<file path="src/rtl/core/assert_macros.svh">
// Assertion macros shared by the parity generator RTL.
// No dependencies; included by the modules that check their own logic.
`ifndef ASSERT_MACROS_SVH
`define ASSERT_MACROS_SVH

// Check a property on every rising edge outside reset.
`define ASSERT_SYNC(lbl, clk, rstn, prop, msg) \
    lbl: assert property (@(posedge clk) disable iff (!rstn) prop) else $error(msg);

// Check that a condition never holds outside reset.
`define ASSERT_NEVER(lbl, clk, rstn, cond, msg) \
    `ASSERT_SYNC(lbl, clk, rstn, !(cond), msg)

`endif

</file>
<file path="src/rtl/core/rsp_pkg.sv">
// Package for the Reed-Solomon parity generator: item and status types,
// fixed constants and GF(2^8) helpers over field polynomial 0x11D. No dependencies.
package rsp_pkg;

    localparam logic [7:0] GF_POLY_LOW  = 8'h1D;
    localparam logic [7:0] GF_ALPHA     = 8'h02;
    localparam int         RESET_PARITY = 10;
    localparam int         CFG_W        = 5;
    localparam int         QDEPTH       = 4;
    localparam int         QAW          = 2;

    typedef struct packed {
        logic [7:0] data;
        logic       last;
    } t_item;

    typedef struct packed {
        logic busy;
        logic clr;
    } t_gen_status;

    function automatic logic [7:0] gf_mul(input logic [7:0] a, input logic [7:0] b);
        logic [7:0] z;
        z = 8'h00;
        for (int i = 7; i >= 0; i--) begin
            z = {z[6:0], 1'b0} ^ (z[7] ? GF_POLY_LOW : 8'h00);
            if (b[i]) begin
                z = z ^ a;
            end
        end
        return z;
    endfunction

    function automatic logic [7:0] gf_xtime(input logic [7:0] a);
        return {a[6:0], 1'b0} ^ (a[7] ? GF_POLY_LOW : 8'h00);
    endfunction

endpackage

</file>
<file path="src/rtl/core/rsp_front.sv">
// Front end: accepts data beats into a short queue for the encoder back end.
// Depends on rsp_pkg and assert_macros.svh.
`include "assert_macros.svh"

module rsp_front (
    input  logic           i_clk,
    input  logic           i_rst_n,
    input  logic           i_push,
    output logic           o_full,
    input  logic [7:0]     i_data_byte,
    input  logic           i_last_byte,
    input  logic           i_hold,
    output logic           o_valid,
    output rsp_pkg::t_item o_item,
    input  logic           i_take
);

    rsp_pkg::t_item                r_mem [rsp_pkg::QDEPTH];
    logic [rsp_pkg::QAW-1:0]       r_wp;
    logic [rsp_pkg::QAW-1:0]       r_rp;
    logic [rsp_pkg::QAW:0]         r_cnt;
    logic                          w_push;
    logic                          w_pop;

    assign o_full  = (r_cnt == (rsp_pkg::QAW+1)'(rsp_pkg::QDEPTH)) || i_hold;
    assign w_push  = i_push && !o_full;
    assign o_valid = (r_cnt != '0);
    assign w_pop   = i_take && o_valid;
    assign o_item  = r_mem[r_rp];

    always_ff @(posedge i_clk) begin
        if (w_push) begin
            r_mem[r_wp] <= '{data: i_data_byte, last: i_last_byte};
        end
    end

    always_ff @(posedge i_clk) begin
        if (!i_rst_n) begin
            r_wp  <= '0;
            r_rp  <= '0;
            r_cnt <= '0;
        end else begin
            if (w_push) begin
                r_wp <= r_wp + 1'b1;
            end
            if (w_pop) begin
                r_rp <= r_rp + 1'b1;
            end
            if (w_push && !w_pop) begin
                r_cnt <= r_cnt + 1'b1;
            end else if (!w_push && w_pop) begin
                r_cnt <= r_cnt - 1'b1;
            end
        end
    end

    `ASSERT_NEVER(a_q_over, i_clk, i_rst_n, r_cnt > (rsp_pkg::QAW+1)'(rsp_pkg::QDEPTH), "queue count above depth")

endmodule

</file>
<file path="config.mk">
export PLATFORM = sky130hd
export DESIGN_NAME = rsp_front
export DESIGN_NICKNAME = d
export VERILOG_FILES = /design/src/rtl/core/rsp_pkg.sv /design/src/rtl/core/rsp_front.sv
export VERILOG_INCLUDE_DIRS = /design/src /design/src/rtl/core
export SDC_FILE = /design/constraint.sdc
export NUM_CORES = 1
export LEC_CHECK = 0
export ABC_AREA = 1
export BUFFER_PORTS_ARGS = -buffer_cell sky130_fd_sc_hd__buf_4
export CORE_ASPECT_RATIO = 0.5
export CORE_MARGIN = 2
export CORE_UTILIZATION = 60
export CTS_CLUSTER_DIAMETER = 50
export DETAILED_ROUTE_END_ITERATION = 12
export PLACE_DENSITY = 0.82
export SETUP_SLACK_MARGIN = 0.5
export SKIP_CTS_REPAIR_TIMING = 1
export SLEW_MARGIN = 20
export SYNTH_ARGS = -nofsm -noshare
export SYNTH_HDL_FRONTEND = slang
export SYNTH_SLANG_ARGS = --single-unit
</file>
<file path="constraint.sdc">
create_clock -name i_clk -period 2.9 [get_ports i_clk]
set_input_delay 0.145 -clock i_clk [delete_from_list [all_inputs] [get_ports i_clk]]
set_output_delay 0.145 -clock i_clk [all_outputs]
set_load 0.005 [all_outputs]
</file>
==> out/metrics.cfg <==
[clock_tree]
clkLatencyLatePin_ns = 0.29
clk_pin_slew_ns = 0.08
cts_tree = yes
cts_root_buffer = clkbuf_8
cts_buffer_depth = 2
cts_buffers = 5
cts_num_sinks = 45
cts-htree-levels = 2

[layout]
final_common_cell = edfxtp_1
mostFrequentLayoutCells = edfxtp_1 (36), nor2_1 (29), buf_4 (24)
utilization_pct = 72.1
syn_to_final_growth_pct = 14.5
final.fill_count = 210
drive_gt1_share_pct = 19.8
stdcell_area_mm2 = 0.00216
finalNonFillerCells = 227
antenna_cells = 0
nets = 207

[setup_path]
cp_cell_sequence = o21ai_0 > o22ai_1 > buf_4
required_ns = 2.76
crit_fanout = 19
slowest_delay_ns = 0.76
crit_type = reg -> out
slowest_stage = dfxtp_1
critPathCaptureType = primary output
worstSetupStartpointType = flip-flop
arrival_ns = 1.69

[timing]
slew-limit-headroom_pct = 39.7
min_period_over_period_pct = 63.1
fin_crit_ns = 1.83
timing.hold.ws_ns = 0.0549
worstMarginPinSlew_ns = 0.901
grt_setup_unrepaired = false
finalHoldViolations = 0
fin_setup_tns_ns = 0
final_max_slew_viol_count = 0
finalWorstSetupSlack_ns = 1.07
max_freq_mhz = 546
setup_viol = 0
clock_skew_ns = 0.00702

[floorplan]
start_util_pct = 63.0
placeableCoreArea_mm2 = 0.00300
die-width_um = 83.3
dieArea_mm2 = 0.00364
die_h_um = 43.7
num_rows = 14
ios = 25

[synth]
synth_cells = 159
synth_area_per_cell_um2 = 11.9
synth_seq_area_share_pct = 66.8
synth_cell_types = 21
ys_ff_latch = 45
synth_area_mm2 = 0.00189
synth_edf_count = 36
synth_area_leaders = edfxtp_1 (57%), dfxtp_1 (9.5%), nor2_1 (5.8%)
synthArstFlopShare_pct = 0
synth_flop_cell = edfxtp_1
yosysWarningCount = 0
yosysTopAreaCellShare_pct = 57.3
synth_top_area_cell = edfxtp_1
syn_nets = 179

[power_and_ir_drop]
power.total_mw = 1.70
netSwitchingFraction_pct = 32.1
power.switching_uw = 546
pwr_density_cell_mw_per_mm2 = 788
intPower_mw = 1.16
power_leakage_nw = 0.843
combPwrFrac_pct = 30.3
irDropWorstVdd_mv = 0.546
power.share.clock_pct = 20.4
seqPwrFrac_pct = 49.4

[routing]
drt.antenna.violating_nets = 0
first_pass_iters = 6
dr_total_vias = 1205
drc_errors = 0
wl_um = 3060
routed_via_density = 5.31
drt_iter0_drc = 43
wire_per_inst_um = 13.5

[placement]
placed_area_mm2 = 0.00208
dp_cells = 220
dp_hpwl_um = 2080
post-place-ws_ns = 1.10
port_buffers = 24
gp_congestion = 0.754

[grt]
global_route.usage.met1_pct = 20.2
grt_pass1_wl_um = 4770
gr-usage-met3_pct = 5.14
grt_overflow_total = 0
grt_pass1_vias = 1111
grt-busiest-layer = met2
grt_antenna_before_repair = 0
grt_use_total_pct = 18.0
grt_max_degree = 20
use_met2_pct = 31.1

[min_path]
hold_path.class = in -> reg

[flow_run]
maxCapViolCount = 0

[run_status]
status = finished, final reports clean

-- sequential cells by signal, summed over array words and instances (netlist names), named ones only --
signal	flops
r_rp	2
r_mem	36
r_cnt	3
r_wp	2
-- critical path: cells and delay by family, from the launching register on --
family	cells	cell delay, ns
AO/OA/AOI/OAI	2	0.50
buffers and inverters	1	0.14
flip-flops	1	0.76
-- power by group through the flow --
stage | sequential [mW] | clock (mW) | combinational, mW
after floorplan | 0.818 | 0 | 0.375
after global placement | 0.853 | 0 | 0.492
after detailed placement | 0.854 | 0 | 0.516
final | 0.840 | 0.347 | 0.516
after global routing | 0.850 | 0.370 | 0.567
after CTS | 0.840 | 0.353 | 0.518
-- worst paths after layout --
kind / cells past startpoint / to / from / slack [ns]
hold reg to reg: 2 / r_rp[0] / r_rp[0] / 0.50
hold / removal: 1 / r_mem[1][1] / i_data_byte[0] / 0.05
setup reg to reg: 13 / r_cnt[2] / r_cnt[1] / 1.09
setup / recovery: 3 / o_item[4] / flip-flop / 1.07
-- area by class of cell --
type                       count  area (um^2)  area share [%]
tap                           40         50.0            2.32
sequential                    45         1260            58.4
inverter                      20         80.1            3.71
clock inverter                 1         3.75           0.174
multi-input combinational     91          512            23.7
clock buffer                   6         72.6            3.36
timing repair buffer          24          180            8.34
-- cell families after synthesis --
family	share of synthesized area [%]
AND/OR/NAND/NOR	13.5
flip-flops	66.8
AO/OA/AOI/OAI	8.82
buffers and inverters	6.03
adder cells (fa/ha/maj)	4.38
XOR/XNOR	0.464
-- metal layers --
metal / share of wire [%] / up-vias
met2: 51 / 35
met4: 2.6 / 0
li1: - / 599
met3: 5.6 / 11
met5: 0 / -
met1: 41 / 560
-- cell usage after synthesis (2+ instances only) --
cell and instances:
a21oi_1 3, nand3_1 3, o21ai_0 17, nand2_4 3
dfxtp_1 9, edfxtp_1 36, nor2_1 29, buf_6 3
o21ai_1 2, inv_1 18, nand2_1 13, ha_1 5
o22ai_1 9, nand4_1 2
Note: power is estimated with default switching activity, not from simulation.
