### config.mk
export PLATFORM = sky130hd
export DESIGN_NAME = rsp_gen
export DESIGN_NICKNAME = d
export VERILOG_FILES = /design/src/rtl/core/assert_macros.svh /design/src/rtl/core/rsp_pkg.sv /design/src/rtl/core/rsp_gen.sv
export SDC_FILE = /design/constraint.sdc
export NUM_CORES = 2
export LEC_CHECK = 0
export BUFFER_PORTS_ARGS = -buffer_cell sky130_fd_sc_hd__buf_2
export CELL_PAD_IN_SITES_DETAIL_PLACEMENT = 0
export CELL_PAD_IN_SITES_GLOBAL_PLACEMENT = 1
export CORE_MARGIN = 2
export CORE_UTILIZATION = 33
export DETAILED_ROUTE_END_ITERATION = 8
export MAX_ROUTING_LAYER = met4
export PLACE_DENSITY_LB_ADDON = 0.1
export SLEW_MARGIN = 20
export SYNTH_ARGS = -nofsm -noshare
export SYNTH_HDL_FRONTEND = slang
export SYNTH_SLANG_ARGS = --single-unit
### constraint.sdc
create_clock -name i_clk -period 4.8 [get_ports i_clk]
set_input_delay 0.48 -clock i_clk [delete_from_list [all_inputs] [get_ports i_clk]]
set_output_delay 0.48 -clock i_clk [all_outputs]
set_load 0.01 [all_outputs]
### src/rtl/core/assert_macros.svh
// Assertion macros shared by the parity generator RTL.
// No dependencies; included by the modules that check their own logic.
`ifndef ASSERT_MACROS_SVH
`define ASSERT_MACROS_SVH

// Check a property on every rising edge outside reset.
`define ASSERT_SYNC(lbl, clk, rstn, prop, msg) \
    lbl: assert property (@(posedge clk) disable iff (!rstn) prop) else $error(msg);

// Check that a condition never holds outside reset.
`define ASSERT_NEVER(lbl, clk, rstn, cond, msg) \
    `ASSERT_SYNC(lbl, clk, rstn, !(cond), msg)

`endif

### src/rtl/core/rsp_pkg.sv
// Package for the Reed-Solomon parity generator: item and status types,
// fixed constants and GF(2^8) helpers over field polynomial 0x11D. No dependencies.
package rsp_pkg;

    localparam logic [7:0] GF_POLY_LOW  = 8'h1D;
    localparam logic [7:0] GF_ALPHA     = 8'h02;
    localparam int         RESET_PARITY = 10;
    localparam int         CFG_W        = 5;
    localparam int         QDEPTH       = 4;
    localparam int         QAW          = 2;

    typedef struct packed {
        logic [7:0] data;
        logic       last;
    } t_item;

    typedef struct packed {
        logic busy;
        logic clr;
    } t_gen_status;

    function automatic logic [7:0] gf_mul(input logic [7:0] a, input logic [7:0] b);
        logic [7:0] z;
        z = 8'h00;
        for (int i = 7; i >= 0; i--) begin
            z = {z[6:0], 1'b0} ^ (z[7] ? GF_POLY_LOW : 8'h00);
            if (b[i]) begin
                z = z ^ a;
            end
        end
        return z;
    endfunction

    function automatic logic [7:0] gf_xtime(input logic [7:0] a);
        return {a[6:0], 1'b0} ^ (a[7] ? GF_POLY_LOW : 8'h00);
    endfunction

endpackage

### src/rtl/core/rsp_gen.sv
// Generator polynomial unit: holds the parity count and derives the
// coefficients one root per cycle. Depends on rsp_pkg.
module rsp_gen #(
    parameter int MAX_PARITY = 30,
    parameter int CW         = 5
) (
    input  logic                            i_clk,
    input  logic                            i_rst_n,
    input  logic                            i_cfg_valid,
    output logic                            o_cfg_ready,
    input  logic [rsp_pkg::CFG_W-1:0]       i_cfg_parity_count,
    output logic [CW-1:0]                   o_count,
    output logic [MAX_PARITY-1:0][7:0]      o_gen,
    output rsp_pkg::t_gen_status            o_status
);

    localparam int RST_N = (rsp_pkg::RESET_PARITY > MAX_PARITY) ? MAX_PARITY
                                                                : rsp_pkg::RESET_PARITY;

    logic [CW-1:0]                r_count;
    logic [CW-1:0]                r_iter;
    logic [7:0]                   r_root;
    logic [MAX_PARITY-1:0][7:0]   r_gen;
    logic [MAX_PARITY-1:0][7:0]   w_shift;
    logic [MAX_PARITY-1:0][7:0]   n_gen;
    logic [CW-1:0]                w_n;
    logic                         w_wr;
    logic                         w_busy;

    assign w_busy      = (r_iter != '0);
    assign o_cfg_ready = !w_busy;
    assign w_wr        = i_cfg_valid && o_cfg_ready;
    assign o_count     = r_count;
    assign o_gen       = r_gen;
    assign o_status    = '{busy: w_busy, clr: w_wr};
    assign w_shift     = r_gen >> 8;

    always_comb begin
        int v;
        v = int'(i_cfg_parity_count);
        if (v == 0) begin
            w_n = CW'(1);
        end else if (v > MAX_PARITY) begin
            w_n = CW'(MAX_PARITY);
        end else begin
            w_n = CW'(v);
        end
    end

    always_comb begin
        for (int j = 0; j < MAX_PARITY; j++) begin
            n_gen[j] = rsp_pkg::gf_mul(r_gen[j], r_root) ^ w_shift[j];
        end
    end

    always_ff @(posedge i_clk) begin
        if (!i_rst_n) begin
            r_count <= CW'(RST_N);
            r_iter  <= CW'(RST_N);
            r_root  <= 8'h01;
            for (int j = 0; j < MAX_PARITY; j++) begin
                r_gen[j] <= (j == RST_N - 1) ? 8'h01 : 8'h00;
            end
        end else if (w_wr) begin
            r_count <= w_n;
            r_iter  <= w_n;
            r_root  <= 8'h01;
            for (int j = 0; j < MAX_PARITY; j++) begin
                r_gen[j] <= (CW'(j) == w_n - 1'b1) ? 8'h01 : 8'h00;
            end
        end else if (w_busy) begin
            r_iter <= r_iter - 1'b1;
            r_root <= rsp_pkg::gf_xtime(r_root);
            r_gen  <= n_gen;
        end
    end

endmodule

==> results.md <==
- CP most frequent cell: inv_1
- PortBufs: 255
- Crit path cell chain: inv_1 -> ha_1 -> or3b_1 -> or2_4 -> inv_4 -> nand2_1 -> inv_1 -> buf_2
- H-tree levels: 2
- Asr flop ratio synth: 0%
- Number of global-route vias before repair: 35,700
- Avg Inst Size Synth: 7.50 µm²
- CTS resizes: 0
- First-pass GRT wire length: 250 mm
- CP max stage delay: 400 ps
- CTS tree: built
- Fin nets: 5,619
- Ratio of cells with drive above 1 in the final layout: 9.78%
- RSZ-0062 raised after global routing: false
- Via count: 36,400
- Pre-Repair DR Iteration Count: 7
- Ys Warns: 0
- Post-synthesis cell count: 5,779
- Worst-Margin Slew: 1180 ps
- DR vias/cell: 4.93
- Fin util: 36.1%
- WP data required: 4320 ps
- Outcome: complete, no violations
- Core ar.: 130,000 µm²
- Hold_ws: 241 ps
- Synth unique cells: 78
- Post-Syn Area: 43,300 µm²
- Fmax: 279 MHz
- Worst EP arrival: 3100 ps
- Crit path max fanout: 26
- CTS clk-pin slew, worst paths: 60 ps
- Floorplan row count: 132
- VDD IR-drop max: 0.000245 V
- Critical path type: flop to output port
- GRT met2 Usage: 40.8%
- Post-synth EDFFs: 0
- Root Buffer: clkbuf_16
- Register area: 5190 µm²
- Non-Filler Instances: 7,390
- # fillers: 13,700
- Die area: 134,000 µm²
- Critical path's slowest cell: nand2_1
- Final wirelength: 167 mm
- P&R area growth vs syn: 8.06%
- Syn Nets: 5,788
- Fin. max-slew vios: 0
- Post-synthesis sequential area ratio: 11.9%
- Hold Vio Cnt, Final: 0
- CTS Buf Count: 44
- Initial Utilization: 33.4%
- Grt peak-use layer: met2
- Crit path launch type: flop
- Gr usage total: 24.9%
- Detailed placement HPWL: 105 mm
- Power Total: 0.0205 W
- Die X: 366 µm
- Power Density: 437 nW/µm²
- GR Util met1: 33.0%
- Met3 Use GR: 3.31%
- Worst skew pair latency: 630 ps
- Crit. End Element: output port
- Max Cap Violations: 0
- Slew HR: 21.1%
- Crit path time final: 3580 ps
- Remaining antenna violation count after routing: 0
- Setup TNS Final: 0 ps
- TritonCTS Sinks: 258
- Static Leakage: 16.4 nW
- Final period utilization: 74.6%
- Multi-input logic area: 35,300 µm²
- Total gr overflow: 0
- Pin count of the biggest net entering global routing: 136
- DRC viols: 0
- Ys flop type: dfxtp_1
- Initial antenna violation count: 6
- Setup violators final: 0
- DRT iter0 DRCs: 2,547
- Routability congestion estimate: 0.795
- Inst Count DP: 7,306
- # IOs: 256
- # Post-CTS Setup Buffers: 0
- Clock skew: 14.6 ps
- Height of the die: 366 µm
- Worst min path class: input port to flop
- Routed len/inst: 22.6 µm
- CTS Buffer Depth: 3
- Synth Register Bits: 258
- Cts hold-fix bufs: 0
## metrics by stage
step           area [µm²]  setup WS [ps]
2_1_floorplan       43300           2200
3_3_place_gp        45300           1330
3_5_place_dp        45300           1340
4_1_cts             46800           1200
5_1_grt             46800           1010
6_report            46800           1220
## power by group
group	internal [W]	leakage [nW]	switching [W]
combinational	0.00565	13.5	0.00507
sequential	0.00287	2.12	0.00333
clock	0.00216	0.759	0.00137
## layout make-up
cell class / instances / area share [%]
antenna: 5 / 0.0267
clock buffer: 69 / 2.94
clock inverter: 10 / 0.321
inverter: 27 / 0.243
multi-input combinational: 4913 / 75.4
sequential: 258 / 11.1
tap: 1742 / 4.66
timing repair buffer: 366 / 5.36
## registers in the layout, summed over array words and instances, names as in the netlist
signal and cells:
o_count 5, o_gen 240, r_iter 5, r_root 8
## final timing paths
path,startpoint,endpoint,slack (ps),depth (start not counted)
max,r_iter[0],o_status[0],1220,8
min,i_cfg_parity_count[1],o_count[1],240,3
max reg2reg,r_root[6],o_gen[64],1340,8
min reg2reg,r_iter[4],r_iter[4],480,2
## layout by cell type, fill, tap and decap left out, drive strengths merged, types with 6 or more instances in the layout
cell    count
o21ai     156
mux2       14
buf       366
o211a      11
xnor2    1383
nor2      141
xnor3     238
inv        27
o21a       33
a22o        9
dfxtp     258
a222oi     13
clkbuf     69
a211oi     53
a21oi     104
o211ai     50
o22a        7
clkinv      6
and3       13
nor3b      25
nor4        8
o22ai       9
nand2    1886
a221oi     17
mux2i      49
xor2      477
nand2b     13
nand3      27
and2       14
a22oi      49
nor3       14
nor2b      44
## critical path, delay by kind of cell, from the launching register on
family | cells | cell delay [ps]
and+or+nand+nor | 3 | 1040
buffers and inverters | 4 | 940
DFF | 1 | 330
adders and majority gates | 1 | 150
## layer usage
metal	share of wire, %	vias to the layer above
met4	1.6	0
met1	47	17800
met5	0	-
met2	47	717
met3	4.3	128
li1	-	17800
## synthesized netlist by cell type (all sizes together), types with 44 or more instances
master / number / area (µm²)
a22oi: 49 / 368
a211oi: 53 / 428
xnor3: 238 / 5370
dfxtp: 258 / 5160
nand2: 1886 / 7090
o211ai: 50 / 380
nor2: 141 / 529
mux2i: 49 / 490
a21oi: 104 / 521
buf: 349 / 1940
o21ai: 156 / 781
xor2: 477 / 4310
nor2b: 44 / 275
xnor2: 1383 / 12500
clkbuf: 232 / 871
## cell families (layout without fill, tap and decap cells)
kind of cell / after synthesis / count (layout) / synth area share [%]
buffers and inverters: 608 / 472 / 6.73
AO/OA/AOI/OAI: 542 / 542 / 8.26
other: 0 / 5 / 0
multiplexers: 63 / 63 / 1.50
flip-flops: 258 / 258 / 11.9
AND/OR/NAND/NOR: 2207 / 2207 / 20.3
XOR/XNOR: 2100 / 2100 / 51.3
adder cells (fa/ha/maj): 1 / 1 / 0.0289
(Power assumes the default switching activity.)
